**src/rtl/wrps_pkg.sv**
```systemverilog
package wrps_pkg;

   // default number of next hop entries
   localparam int MAX_HOPS_DEF = 8;

   // item kinds
   localparam logic [1:0] KIND_SELECT   = 2'd0;
   localparam logic [1:0] KIND_COMPLETE = 2'd1;
   localparam logic [1:0] KIND_CLEAR    = 2'd2;

   // field and state widths
   localparam int ACT_W  = 4;
   localparam int RND_W  = 16;
   localparam int SEL_W  = 3;
   localparam int PEND_W = 16;
   localparam int AVG_W  = 32;
   localparam int WGT_W  = 20;

   // averaging coefficients, Q0.16
   localparam logic [15:0] ALPHA_Q16 = 16'd58982;
   localparam logic [15:0] BETA_Q16  = 16'd6554;
   localparam logic [15:0] ROUND_Q16 = 16'd32768;

   // average floor and weight limits
   localparam logic [AVG_W-1:0]  AVG_THRESH = 32'd66;
   localparam logic [AVG_W-1:0]  AVG_MIN    = 32'd6554;
   localparam logic [WGT_W-1:0]  WGT_ONE    = 20'h10000;
   localparam logic [WGT_W-1:0]  WGT_MAX    = 20'hFFFFF;
   localparam logic [PEND_W-1:0] PEND_MAX   = 16'hFFFF;

   // reciprocal 2^32 / avg: the average is never below 66, so dividend
   // bits 32..26 give a zero quotient and leave a partial remainder of 64
   localparam int              DIV_STEPS    = 26;
   localparam logic [AVG_W-1:0] DIV_REM_INIT = 32'd64;

   typedef struct packed {
      logic [1:0]       kind;
      logic [2:0]       hop_index;
      logic [RND_W-1:0] random_value;
   } req_word_type;

   typedef struct packed {
      logic [SEL_W-1:0] selected_hop;
      logic             selected_valid;
   } rsp_word_type;

   typedef struct packed {
      logic load;
      logic clear_all;
      logic pick_req;
      logic sum_step;
      logic point_mul;
      logic walk_step;
      logic pend_upd;
      logic avg_mul;
      logic avg_add;
      logic div_start;
      logic commit;
      logic finish;
   } dp_cmd_type;

   typedef struct packed {
      logic [1:0] kind;
      logic       none_live;
      logic       hop_ok;
      logic       idx_last;
      logic       walk_hit;
      logic       div_busy;
   } dp_status_type;

endpackage

```
**src/rtl/wrps_div.sv**
```systemverilog
module wrps_div import wrps_pkg::*; (
   input  logic                 clock,
   input  logic                 reset,
   input  logic                 start,
   input  logic [AVG_W-1:0]     divisor,
   output logic                 busy,
   output logic [DIV_STEPS-1:0] quotient
);

   localparam int CNT_W = $clog2(DIV_STEPS + 1);

   logic [CNT_W-1:0]     cnt_ff, cnt_in;
   logic [AVG_W-1:0]     rem_ff, rem_in;
   logic [AVG_W-1:0]     dvs_ff, dvs_in;
   logic [DIV_STEPS-1:0] q_ff, q_in;
   logic [AVG_W:0]       shifted;

   assign shifted  = {rem_ff, 1'b0};
   assign busy     = (cnt_ff != '0);
   assign quotient = q_ff;

   // one restoring step per cycle, low dividend bits are all zero
   always_comb begin
      cnt_in = cnt_ff;
      rem_in = rem_ff;
      dvs_in = dvs_ff;
      q_in   = q_ff;
      if (start) begin
         cnt_in = CNT_W'(DIV_STEPS);
         rem_in = DIV_REM_INIT;
         dvs_in = divisor;
         q_in   = '0;
      end else if (busy) begin
         cnt_in = cnt_ff - CNT_W'(1);
         if (shifted >= {1'b0, dvs_ff}) begin
            rem_in = AVG_W'(shifted - {1'b0, dvs_ff});
            q_in   = {q_ff[DIV_STEPS-2:0], 1'b1};
         end else begin
            rem_in = shifted[AVG_W-1:0];
            q_in   = {q_ff[DIV_STEPS-2:0], 1'b0};
         end
      end
   end

   always_ff @(posedge clock) begin
      if (reset) begin
         cnt_ff <= '0;
      end else begin
         cnt_ff <= cnt_in;
      end
      rem_ff <= rem_in;
      dvs_ff <= dvs_in;
      q_ff   <= q_in;
   end

endmodule

```
**src/rtl/wrps_datapath.sv**
```systemverilog
module wrps_datapath import wrps_pkg::*; #(
   parameter int MAX_HOPS = MAX_HOPS_DEF
) (
   input  logic          clock,
   input  logic          reset,
   input  logic          csr_we,
   input  logic [ACT_W-1:0] csr_wdata,
   input  req_word_type  req_word,
   input  dp_cmd_type    cmd,
   output dp_status_type status,
   output logic          rsp_valid,
   output rsp_word_type  rsp_word
);

   localparam int IDX_W = (MAX_HOPS > 1) ? $clog2(MAX_HOPS) : 1;
   localparam int CNT_W = $clog2(MAX_HOPS + 1);
   localparam int SUM_W = WGT_W + $clog2(MAX_HOPS);
   localparam int PT_W  = RND_W + SUM_W;
   localparam int PA_W  = AVG_W + 16;
   localparam int PP_W  = PEND_W + 16;

   logic [ACT_W-1:0]  active_ff, active_in;
   req_word_type      req_ff, req_in;
   logic [CNT_W-1:0]  live_ff, live_in, live_calc;
   logic [IDX_W-1:0]  idx_ff, idx_in;
   logic [IDX_W-1:0]  sel_ff, sel_in;
   logic              sel_valid_ff, sel_valid_in;
   logic [SUM_W-1:0]  sum_ff, sum_in;
   logic [SUM_W-1:0]  run_ff, run_in;
   logic [PT_W-1:0]   point_ff, point_in;
   logic [PA_W-1:0]   prod_a_ff, prod_a_in;
   logic [PP_W-1:0]   prod_p_ff, prod_p_in;
   logic [AVG_W-1:0]  avg_new_ff, avg_new_in;
   logic              rsp_valid_ff, rsp_valid_in;
   rsp_word_type      rsp_ff, rsp_in;

   logic [PEND_W-1:0] pend_ff [MAX_HOPS];
   logic [PEND_W-1:0] pend_in [MAX_HOPS];
   logic [AVG_W-1:0]  avg_ff  [MAX_HOPS];
   logic [AVG_W-1:0]  avg_in  [MAX_HOPS];
   logic [WGT_W-1:0]  wgt_ff  [MAX_HOPS];
   logic [WGT_W-1:0]  wgt_in  [MAX_HOPS];

   logic [WGT_W-1:0]     wgt_rd;
   logic [PEND_W-1:0]    pend_rd;
   logic [AVG_W-1:0]     avg_rd;
   logic [SUM_W-1:0]     sum_add, run_add;
   logic                 walk_hit, idx_last;
   logic [AVG_W:0]       avg_sum;
   logic [AVG_W-1:0]     avg_sat, avg_fix;
   logic                 div_busy;
   logic [DIV_STEPS-1:0] div_q;
   logic [WGT_W-1:0]     wgt_new;

   // reciprocal unit for the weight
   wrps_div u_div (
      .clock    (clock),
      .reset    (reset),
      .start    (cmd.div_start),
      .divisor  (avg_new_ff),
      .busy     (div_busy),
      .quotient (div_q)
   );

   // clamp the active count to the table size
   always_comb begin
      if (32'(active_ff) > MAX_HOPS) begin
         live_calc = CNT_W'(MAX_HOPS);
      end else begin
         live_calc = CNT_W'(active_ff);
      end
   end

   // table reads: weight at the walk index, pending and average at the chosen hop
   assign wgt_rd  = wgt_ff[idx_ff];
   assign pend_rd = pend_ff[sel_ff];
   assign avg_rd  = avg_ff[sel_ff];

   assign sum_add  = sum_ff + SUM_W'(wgt_rd);
   assign run_add  = run_ff + SUM_W'(wgt_rd);
   assign walk_hit = (point_ff < {run_add, 16'h0000});
   assign idx_last = ((CNT_W'(idx_ff) + CNT_W'(1)) == live_ff);

   // finish the average: add, saturate, floor
   assign avg_sum = {1'b0, prod_a_ff[PA_W-1:16]} + (AVG_W+1)'(prod_p_ff);
   assign avg_sat = avg_sum[AVG_W] ? '1 : avg_sum[AVG_W-1:0];
   assign avg_fix = (avg_sat < AVG_THRESH) ? AVG_MIN : avg_sat;

   // saturate the reciprocal into the weight
   assign wgt_new = (div_q > DIV_STEPS'(WGT_MAX)) ? WGT_MAX : div_q[WGT_W-1:0];

   always_comb begin
      active_in    = active_ff;
      req_in       = req_ff;
      live_in      = live_ff;
      idx_in       = idx_ff;
      sel_in       = sel_ff;
      sel_valid_in = sel_valid_ff;
      sum_in       = sum_ff;
      run_in       = run_ff;
      point_in     = point_ff;
      prod_a_in    = prod_a_ff;
      prod_p_in    = prod_p_ff;
      avg_new_in   = avg_new_ff;
      rsp_valid_in = 1'b0;
      rsp_in       = rsp_ff;
      pend_in      = pend_ff;
      avg_in       = avg_ff;
      wgt_in       = wgt_ff;

      if (csr_we) begin
         active_in = csr_wdata;
      end

      // latch the word and start a fresh walk
      if (cmd.load) begin
         req_in       = req_word;
         live_in      = live_calc;
         idx_in       = '0;
         sel_in       = '0;
         sel_valid_in = 1'b0;
         sum_in       = '0;
         run_in       = '0;
      end

      if (cmd.pick_req) begin
         sel_in = IDX_W'(req_ff.hop_index);
      end

      // accumulate the total weight
      if (cmd.sum_step) begin
         sum_in = sum_add;
         idx_in = idx_last ? '0 : idx_ff + IDX_W'(1);
      end

      if (cmd.point_mul) begin
         point_in = PT_W'(req_ff.random_value) * PT_W'(sum_ff);
      end

      // walk until the running weight passes the point
      if (cmd.walk_step) begin
         run_in = run_add;
         if (walk_hit) begin
            sel_in       = idx_ff;
            sel_valid_in = 1'b1;
         end else begin
            idx_in = idx_ff + IDX_W'(1);
         end
      end

      // bump or drop the pending count, saturating both ways
      if (cmd.pend_upd) begin
         if (req_ff.kind == KIND_SELECT) begin
            if (pend_rd != PEND_MAX) begin
               pend_in[sel_ff] = pend_rd + PEND_W'(1);
            end
         end else begin
            if (pend_rd != '0) begin
               pend_in[sel_ff] = pend_rd - PEND_W'(1);
            end
         end
      end

      if (cmd.avg_mul) begin
         prod_a_in = PA_W'(avg_rd) * PA_W'(ALPHA_Q16) + PA_W'(ROUND_Q16);
         prod_p_in = PP_W'(pend_rd) * PP_W'(BETA_Q16);
      end

      if (cmd.avg_add) begin
         avg_new_in = avg_fix;
      end

      if (cmd.commit) begin
         avg_in[sel_ff] = avg_new_ff;
         wgt_in[sel_ff] = wgt_new;
      end

      // restore every hop entry
      if (cmd.clear_all) begin
         for (int i = 0; i < MAX_HOPS; i++) begin
            pend_in[i] = '0;
            avg_in[i]  = '0;
            wgt_in[i]  = WGT_ONE;
         end
      end

      if (cmd.finish) begin
         rsp_valid_in          = 1'b1;
         rsp_in.selected_valid = sel_valid_ff;
         rsp_in.selected_hop   = sel_valid_ff ? SEL_W'(sel_ff) : '0;
      end
   end

   always_ff @(posedge clock) begin
      if (reset) begin
         active_ff    <= '0;
         rsp_valid_ff <= 1'b0;
         for (int i = 0; i < MAX_HOPS; i++) begin
            pend_ff[i] <= '0;
            avg_ff[i]  <= '0;
            wgt_ff[i]  <= WGT_ONE;
         end
      end else begin
         active_ff    <= active_in;
         rsp_valid_ff <= rsp_valid_in;
         pend_ff      <= pend_in;
         avg_ff       <= avg_in;
         wgt_ff       <= wgt_in;
      end
      req_ff       <= req_in;
      live_ff      <= live_in;
      idx_ff       <= idx_in;
      sel_ff       <= sel_in;
      sel_valid_ff <= sel_valid_in;
      sum_ff       <= sum_in;
      run_ff       <= run_in;
      point_ff     <= point_in;
      prod_a_ff    <= prod_a_in;
      prod_p_ff    <= prod_p_in;
      avg_new_ff   <= avg_new_in;
      rsp_ff       <= rsp_in;
   end

   assign status.kind      = req_ff.kind;
   assign status.none_live = (live_ff == '0);
   assign status.hop_ok    = (32'(req_ff.hop_index) < 32'(live_ff));
   assign status.idx_last  = idx_last;
   assign status.walk_hit  = walk_hit;
   assign status.div_busy  = div_busy;

   assign rsp_valid = rsp_valid_ff;
   assign rsp_word  = rsp_ff;

`ifndef SYNTHESIS
   // the last live hop always closes the walk
   a_walk_ends: assert property (@(posedge clock) disable iff (reset)
      cmd.walk_step && idx_last |-> walk_hit)
      else $error("walk passed the last live hop without a hit");

   // a weight written back is never zero
   a_wgt_nonzero: assert property (@(posedge clock) disable iff (reset)
      cmd.commit |-> div_q != '0)
      else $error("zero reciprocal at commit");

   // the new average respects the floor
   a_avg_floor: assert property (@(posedge clock) disable iff (reset)
      cmd.avg_add |=> avg_new_ff >= AVG_THRESH)
      else $error("average below floor");

   // only a select request reports a hop
   a_sel_kind: assert property (@(posedge clock) disable iff (reset)
      cmd.finish && sel_valid_ff |-> req_ff.kind == KIND_SELECT)
      else $error("hop reported for a non-select word");
`endif

endmodule

```
**src/rtl/wrps_ctrl.sv**
```systemverilog
module wrps_ctrl import wrps_pkg::*; (
   input  logic          clock,
   input  logic          reset,
   input  logic          start,
   output logic          busy,
   input  dp_status_type status,
   output dp_cmd_type    cmd
);

   localparam logic [3:0] ST_IDLE   = 4'd0;
   localparam logic [3:0] ST_DECODE = 4'd1;
   localparam logic [3:0] ST_SUM    = 4'd2;
   localparam logic [3:0] ST_POINT  = 4'd3;
   localparam logic [3:0] ST_WALK   = 4'd4;
   localparam logic [3:0] ST_PEND   = 4'd5;
   localparam logic [3:0] ST_AVGM   = 4'd6;
   localparam logic [3:0] ST_AVGA   = 4'd7;
   localparam logic [3:0] ST_DIVS   = 4'd8;
   localparam logic [3:0] ST_DIVW   = 4'd9;
   localparam logic [3:0] ST_DONE   = 4'd10;

   logic [3:0] state_ff, state_in;

   assign busy = (state_ff != ST_IDLE);

   // sequence one word through the datapath
   always_comb begin
      state_in = state_ff;
      cmd      = '0;
      unique case (state_ff)
         ST_IDLE: begin
            if (start) begin
               cmd.load = 1'b1;
               state_in = ST_DECODE;
            end
         end
         ST_DECODE: begin
            priority if (status.kind == KIND_SELECT) begin
               state_in = status.none_live ? ST_DONE : ST_SUM;
            end else if (status.kind == KIND_COMPLETE) begin
               cmd.pick_req = status.hop_ok;
               state_in     = status.hop_ok ? ST_PEND : ST_DONE;
            end else if (status.kind == KIND_CLEAR) begin
               cmd.clear_all = 1'b1;
               state_in      = ST_DONE;
            end else begin
               state_in = ST_DONE;
            end
         end
         ST_SUM: begin
            cmd.sum_step = 1'b1;
            if (status.idx_last) begin
               state_in = ST_POINT;
            end
         end
         ST_POINT: begin
            cmd.point_mul = 1'b1;
            state_in      = ST_WALK;
         end
         ST_WALK: begin
            cmd.walk_step = 1'b1;
            if (status.walk_hit) begin
               state_in = ST_PEND;
            end
         end
         ST_PEND: begin
            cmd.pend_upd = 1'b1;
            state_in     = ST_AVGM;
         end
         ST_AVGM: begin
            cmd.avg_mul = 1'b1;
            state_in    = ST_AVGA;
         end
         ST_AVGA: begin
            cmd.avg_add = 1'b1;
            state_in    = ST_DIVS;
         end
         ST_DIVS: begin
            cmd.div_start = 1'b1;
            state_in      = ST_DIVW;
         end
         ST_DIVW: begin
            if (!status.div_busy) begin
               cmd.commit = 1'b1;
               state_in   = ST_DONE;
            end
         end
         ST_DONE: begin
            cmd.finish = 1'b1;
            state_in   = ST_IDLE;
         end
         default: begin
            state_in = ST_IDLE;
         end
      endcase
   end

   always_ff @(posedge clock) begin
      if (reset) begin
         state_ff <= ST_IDLE;
      end else begin
         state_ff <= state_in;
      end
   end

endmodule

```
**src/rtl/weighted_random_path_selector_top.sv**
```systemverilog
// One word at a time: busy stays high until the result strobe while the controller runs
//   the hop weight walks and the 26-step bit-serial reciprocal unit. The receiver cannot stall.
// Synchronous reset clears the active hop count, all hop entries (weight 1.0)
//   and the controller; the next word is accepted the cycle after reset drops.
module weighted_random_path_selector_top import wrps_pkg::*; #(
   parameter int MAX_HOPS = MAX_HOPS_DEF
) (
   input  logic             clock,
   input  logic             reset,
   input  logic             start,
   output logic             busy,
   input  req_word_type     req_word,
   output logic             rsp_valid,
   output rsp_word_type     rsp_word,
   input  logic             csr_we,
   input  logic [ACT_W-1:0] csr_wdata
);

   dp_cmd_type    cmd;
   dp_status_type status;
   logic          start_ok;

   // take a word only while idle
   assign start_ok = start && !busy;

   wrps_ctrl u_ctrl (
      .clock  (clock),
      .reset  (reset),
      .start  (start_ok),
      .busy   (busy),
      .status (status),
      .cmd    (cmd)
   );

   wrps_datapath #(
      .MAX_HOPS (MAX_HOPS)
   ) u_datapath (
      .clock     (clock),
      .reset     (reset),
      .csr_we    (csr_we),
      .csr_wdata (csr_wdata),
      .req_word  (req_word),
      .cmd       (cmd),
      .status    (status),
      .rsp_valid (rsp_valid),
      .rsp_word  (rsp_word)
   );

endmodule
```
**config.mk**
```make
export PLATFORM = sky130hd
export DESIGN_NAME = weighted_random_path_selector_top
export DESIGN_NICKNAME = d
export VERILOG_FILES = /design/src/rtl/wrps_pkg.sv /design/src/rtl/wrps_div.sv /design/src/rtl/wrps_datapath.sv /design/src/rtl/wrps_ctrl.sv /design/src/rtl/weighted_random_path_selector_top.sv
export SDC_FILE = /design/constraint.sdc
export NUM_CORES = 2
export LEC_CHECK = 0
export BUFFER_PORTS_ARGS = -buffer_cell sky130_fd_sc_hd__buf_2
export CAP_MARGIN = 20
export CORE_ASPECT_RATIO = 0.8
export CORE_MARGIN = 10
export CORE_UTILIZATION = 55
export CTS_CLUSTER_SIZE = 25
export DETAILED_ROUTE_END_ITERATION = 10
export PLACE_DENSITY = 0.71
export RECOVER_POWER = 100
export SYNTH_ARGS = -nofsm -noshare
export SYNTH_HDL_FRONTEND = slang
export SYNTH_SLANG_ARGS = --single-unit
export TNS_END_PERCENT = 100
```
**constraint.sdc**
```tcl
create_clock -name clock -period 18.6 [get_ports clock]
set_input_delay 0 -clock clock [delete_from_list [all_inputs] [get_ports clock]]
set_output_delay 0 -clock clock [all_outputs]
set_load 0.01 [all_outputs]
```
==> metrics.yaml <==
drtPass1Iterations: 6
violations: "capacitance limit, slew limit"
rows: 110
max_slew_margin_pct: -538
grt_pass1_vias: 47900
clkTransAtPathRegs_ns: 0.06
antenna_found_initial: 9
dieHeight_microns: 322
cts_root_buf: "clkbuf_16"
core_sq_um: 113000
synthToLayoutAreaGrowth_pct: 6.78
ys.warnings.count: 0
fill_cells: 9645
endpoint_kind: "flop"
viasPerCell: 5.89
start_util_pct: 55.5
synth_seq_cells: 845
final.setup.tns_ns: 0
dpl.hpwl_microns: 120000
clock_sinks: 845
tightest_slew_ns: 9.57
netlist_area_sq_um: 62600
rsz0062_at_grt: "no"
crit_required_ns: 19.02
cpPeakStageDelay_ns: 2.17
ant_nets: 0
numCtsBuffers: 86
status: "finished with violations"
finalClockSkew_ns: 0.0478
post_cts_buffers: 0
min_path_cells: 2
wl_met3_microns: 18500
maxCapViolCount: 39
tritoncts: "yes"
drc: 0
drv_slew: 2058
drtIter0Drc: 4730
stdcell_area_sq_um: 66800
io_pins: 35
top_layer: "met5"
min_from: "req_word[18]"
hold_viol_final: 0
h-tree-depth: 3
setup_viol: 0
die_w_microns: 397
rr_worst_depth: 29
wl_met2_microns: 70700
nets: 7793
ys_async_sr_fraction_pct: 0
max_freq_mhz: 80.4
die_area_sq_um: 128000
wl_met1_microns: 77000
crit_path_start: "u_datapath.sel_ff[2]"
synth_cells: 6830
min_period_ns: 12.45
port_buffers: 34
min_period_over_period_pct: 66.9
layout-drive-gt1-share_pct: 4.48
insertion_delay_ns: 0.68
min_path_type: "in -> reg"
postPlaceCellArea_sq_um: 63800
timing.rr.start: "u_datapath.sel_ff[2]"
via_count: 48800
grt_pass1_wl_microns: 270000
ys.flop_type: "dfxtp_1"
arrival_ns: 12.86
clk_path_buf_depth: 3
wl_per_cell_microns: 20.5
path_max_fanout: 43
finalWirelength_microns: 170000
cp_slowest_cell: "clkbuf_1"
yosysUniqueCellTypes: 97
synth_nets: 7932
track_usage_pct: 26.4
finalWeightedCongestion: 0.909
critPathKind: "reg -> reg"
avgSynthCellArea_sq_um: 9.16
worst_path_most_repeated_cell: "fa_1"
yosysSeqAreaShare_pct: 30.6
synth_edf_count: 222
grt-ovfl-total: 0
regToRegEndpoint: "u_datapath.prod_a_ff[47]"
rrSetupSlack_ns: 6.15
whs_endpoint: "u_datapath.req_ff[18]"
grt_max_degree: 218
cp-start-kind: "flop"
[synthesized netlist by cell type, types with 123 or more instances]
master / instances / share of area, %
a211oi_1: 266 / 3.2
a21oi_1: 498 / 4.0
a22oi_1: 166 / 2.0
and2_1: 137 / 1.4
clkbuf_1: 329 / 2.0
dfxtp_1: 623 / 20
edfxtp_1: 222 / 11
fa_1: 550 / 18
ha_1: 523 / 10
inv_1: 831 / 5.0
nand2_1: 993 / 6.0
nor2_1: 490 / 2.9
o21ai_0: 135 / 1.1
xnor2_1: 123 / 1.7
[registers in the layout, summed over array words and instances, names as in the netlist, 3 cells and up, named ones only]
| name | flops |
|---|---|
| u_datapath.u_div.cnt_ff | 5 |
| u_datapath.u_div.quotient | 26 |
| u_datapath.prod_a_ff | 32 |
| u_datapath.wgt_ff | 160 |
| u_datapath.run_ff | 23 |
| u_datapath.u_div.dvs_ff | 32 |
| u_datapath.rsp_word | 4 |
| u_datapath.point_ff | 23 |
| u_datapath.prod_p_ff | 28 |
| u_datapath.avg_new_ff | 32 |
| u_datapath.pend_ff | 120 |
| u_datapath.idx_ff | 3 |
| u_datapath.req_ff | 19 |
| u_datapath.active_ff | 4 |
| u_datapath.avg_ff | 256 |
| u_datapath.u_div.rem_ff | 32 |
| u_datapath.sel_ff | 3 |
| u_datapath.live_ff | 4 |
| u_datapath.sum_ff | 23 |
| u_ctrl.state_ff | 4 |
[cell families after synthesis]
| group | after synthesis | synth area share [%] |
|---|---|---|
| and+or+nand+nor | 2033 | 14.5 |
| AOI/OAI and AO/OA | 1384 | 14.4 |
| buffers and inverters | 1210 | 7.48 |
| adders and majority gates | 1073 | 28.1 |
| DFF | 845 | 30.6 |
| xor gates and xnor gates | 189 | 2.65 |
| muxes | 96 | 2.38 |
[layout by cell type (no fill, tap or decap), drive strengths merged, types with 12 or more instances in the layout]
| cell | instances |
|---|---|
| dfxtp | 623 |
| and3 | 39 |
| a22o | 15 |
| and4 | 35 |
| dlygate4sd3 | 46 |
| mux2i | 35 |
| a22oi | 166 |
| a31oi | 19 |
| nor2 | 490 |
| nand4 | 39 |
| clkinv | 22 |
| nor4 | 15 |
| fa | 550 |
| nand2b | 29 |
| nor2b | 36 |
| a211oi | 266 |
| or3 | 22 |
| o21ai | 138 |
| o21a | 25 |
| ha | 523 |
| xor2 | 66 |
| nand2 | 994 |
| o21bai | 25 |
| a21o | 92 |
| xnor2 | 123 |
| or2 | 15 |
| nand3 | 68 |
| mux4 | 40 |
| and2 | 137 |
| a21oi | 498 |
| a221oi | 19 |
| nor3 | 71 |
| inv | 836 |
| buf | 55 |
| clkbuf | 180 |
| nand3b | 12 |
| o211ai | 21 |
| edfxtp | 222 |
| mux2 | 21 |
[worst max path at each step]
stage	end	slack, ns	depth (start not counted)
floorplan	u_datapath.prod_a_ff[47]	9.94	32
global placement	u_datapath.prod_a_ff[47]	9.09	29
detailed placement	u_datapath.prod_a_ff[47]	8.89	29
CTS	u_datapath.prod_a_ff[47]	8.82	29
global route	u_datapath.prod_a_ff[47]	5.59	29
finish	u_datapath.prod_a_ff[47]	6.15	29
[cell type report]
type	instances	area (sq um)	area share [%]
Antenna cell	3	7.51	0.0112
Clock buffer	130	2590	3.88
Clock inverter	28	267	0.399
Inverter	832	3120	4.67
Multi-Input combinational cell	4775	38800	58.1
Sequential cell	845	19100	28.6
Tap cell	1512	1890	2.83
Timing Repair Buffer	151	998	1.49
[stage by stage]
stage               cells  util (%)  hold WS [ns]  setup WS, ns
finish               8276      59.3        0.0358          6.15
global route         8273      59.3        0.0130          5.59
CTS                  8272      59.5      0.000214          8.82
detailed placement   8068      56.6         0.179          8.89
global placement     8068      56.6         0.177          9.09
floorplan            6830         -        0.0989          9.94
[metal layers]
layer	track usage, %	up-vias
met5	0	-
met4	5.76	10
met3	7.50	249
met2	38.1	2033
met1	38.9	23900
li1	-	22600
[critical path, delay by kind of cell, from the launching register on]
family	cells	cell delay (ns)
AOI/OAI and AO/OA	4	1.28
xor gates and xnor gates	2	0.30
adders and majority gates	7	3.71
buffers and inverters	6	2.47
DFF	1	0.61
and+or+nand+nor	10	3.75
[what timing repair did]
item / in CTS / in global routing
resized for setup: 0 / 0
hold buffers: 46 / 0
endpoints found under the hold margin: 35 / 0
Power is not shown: default switching activity piles up to over one toggle a cycle in this logic, so the estimate is an artifact.
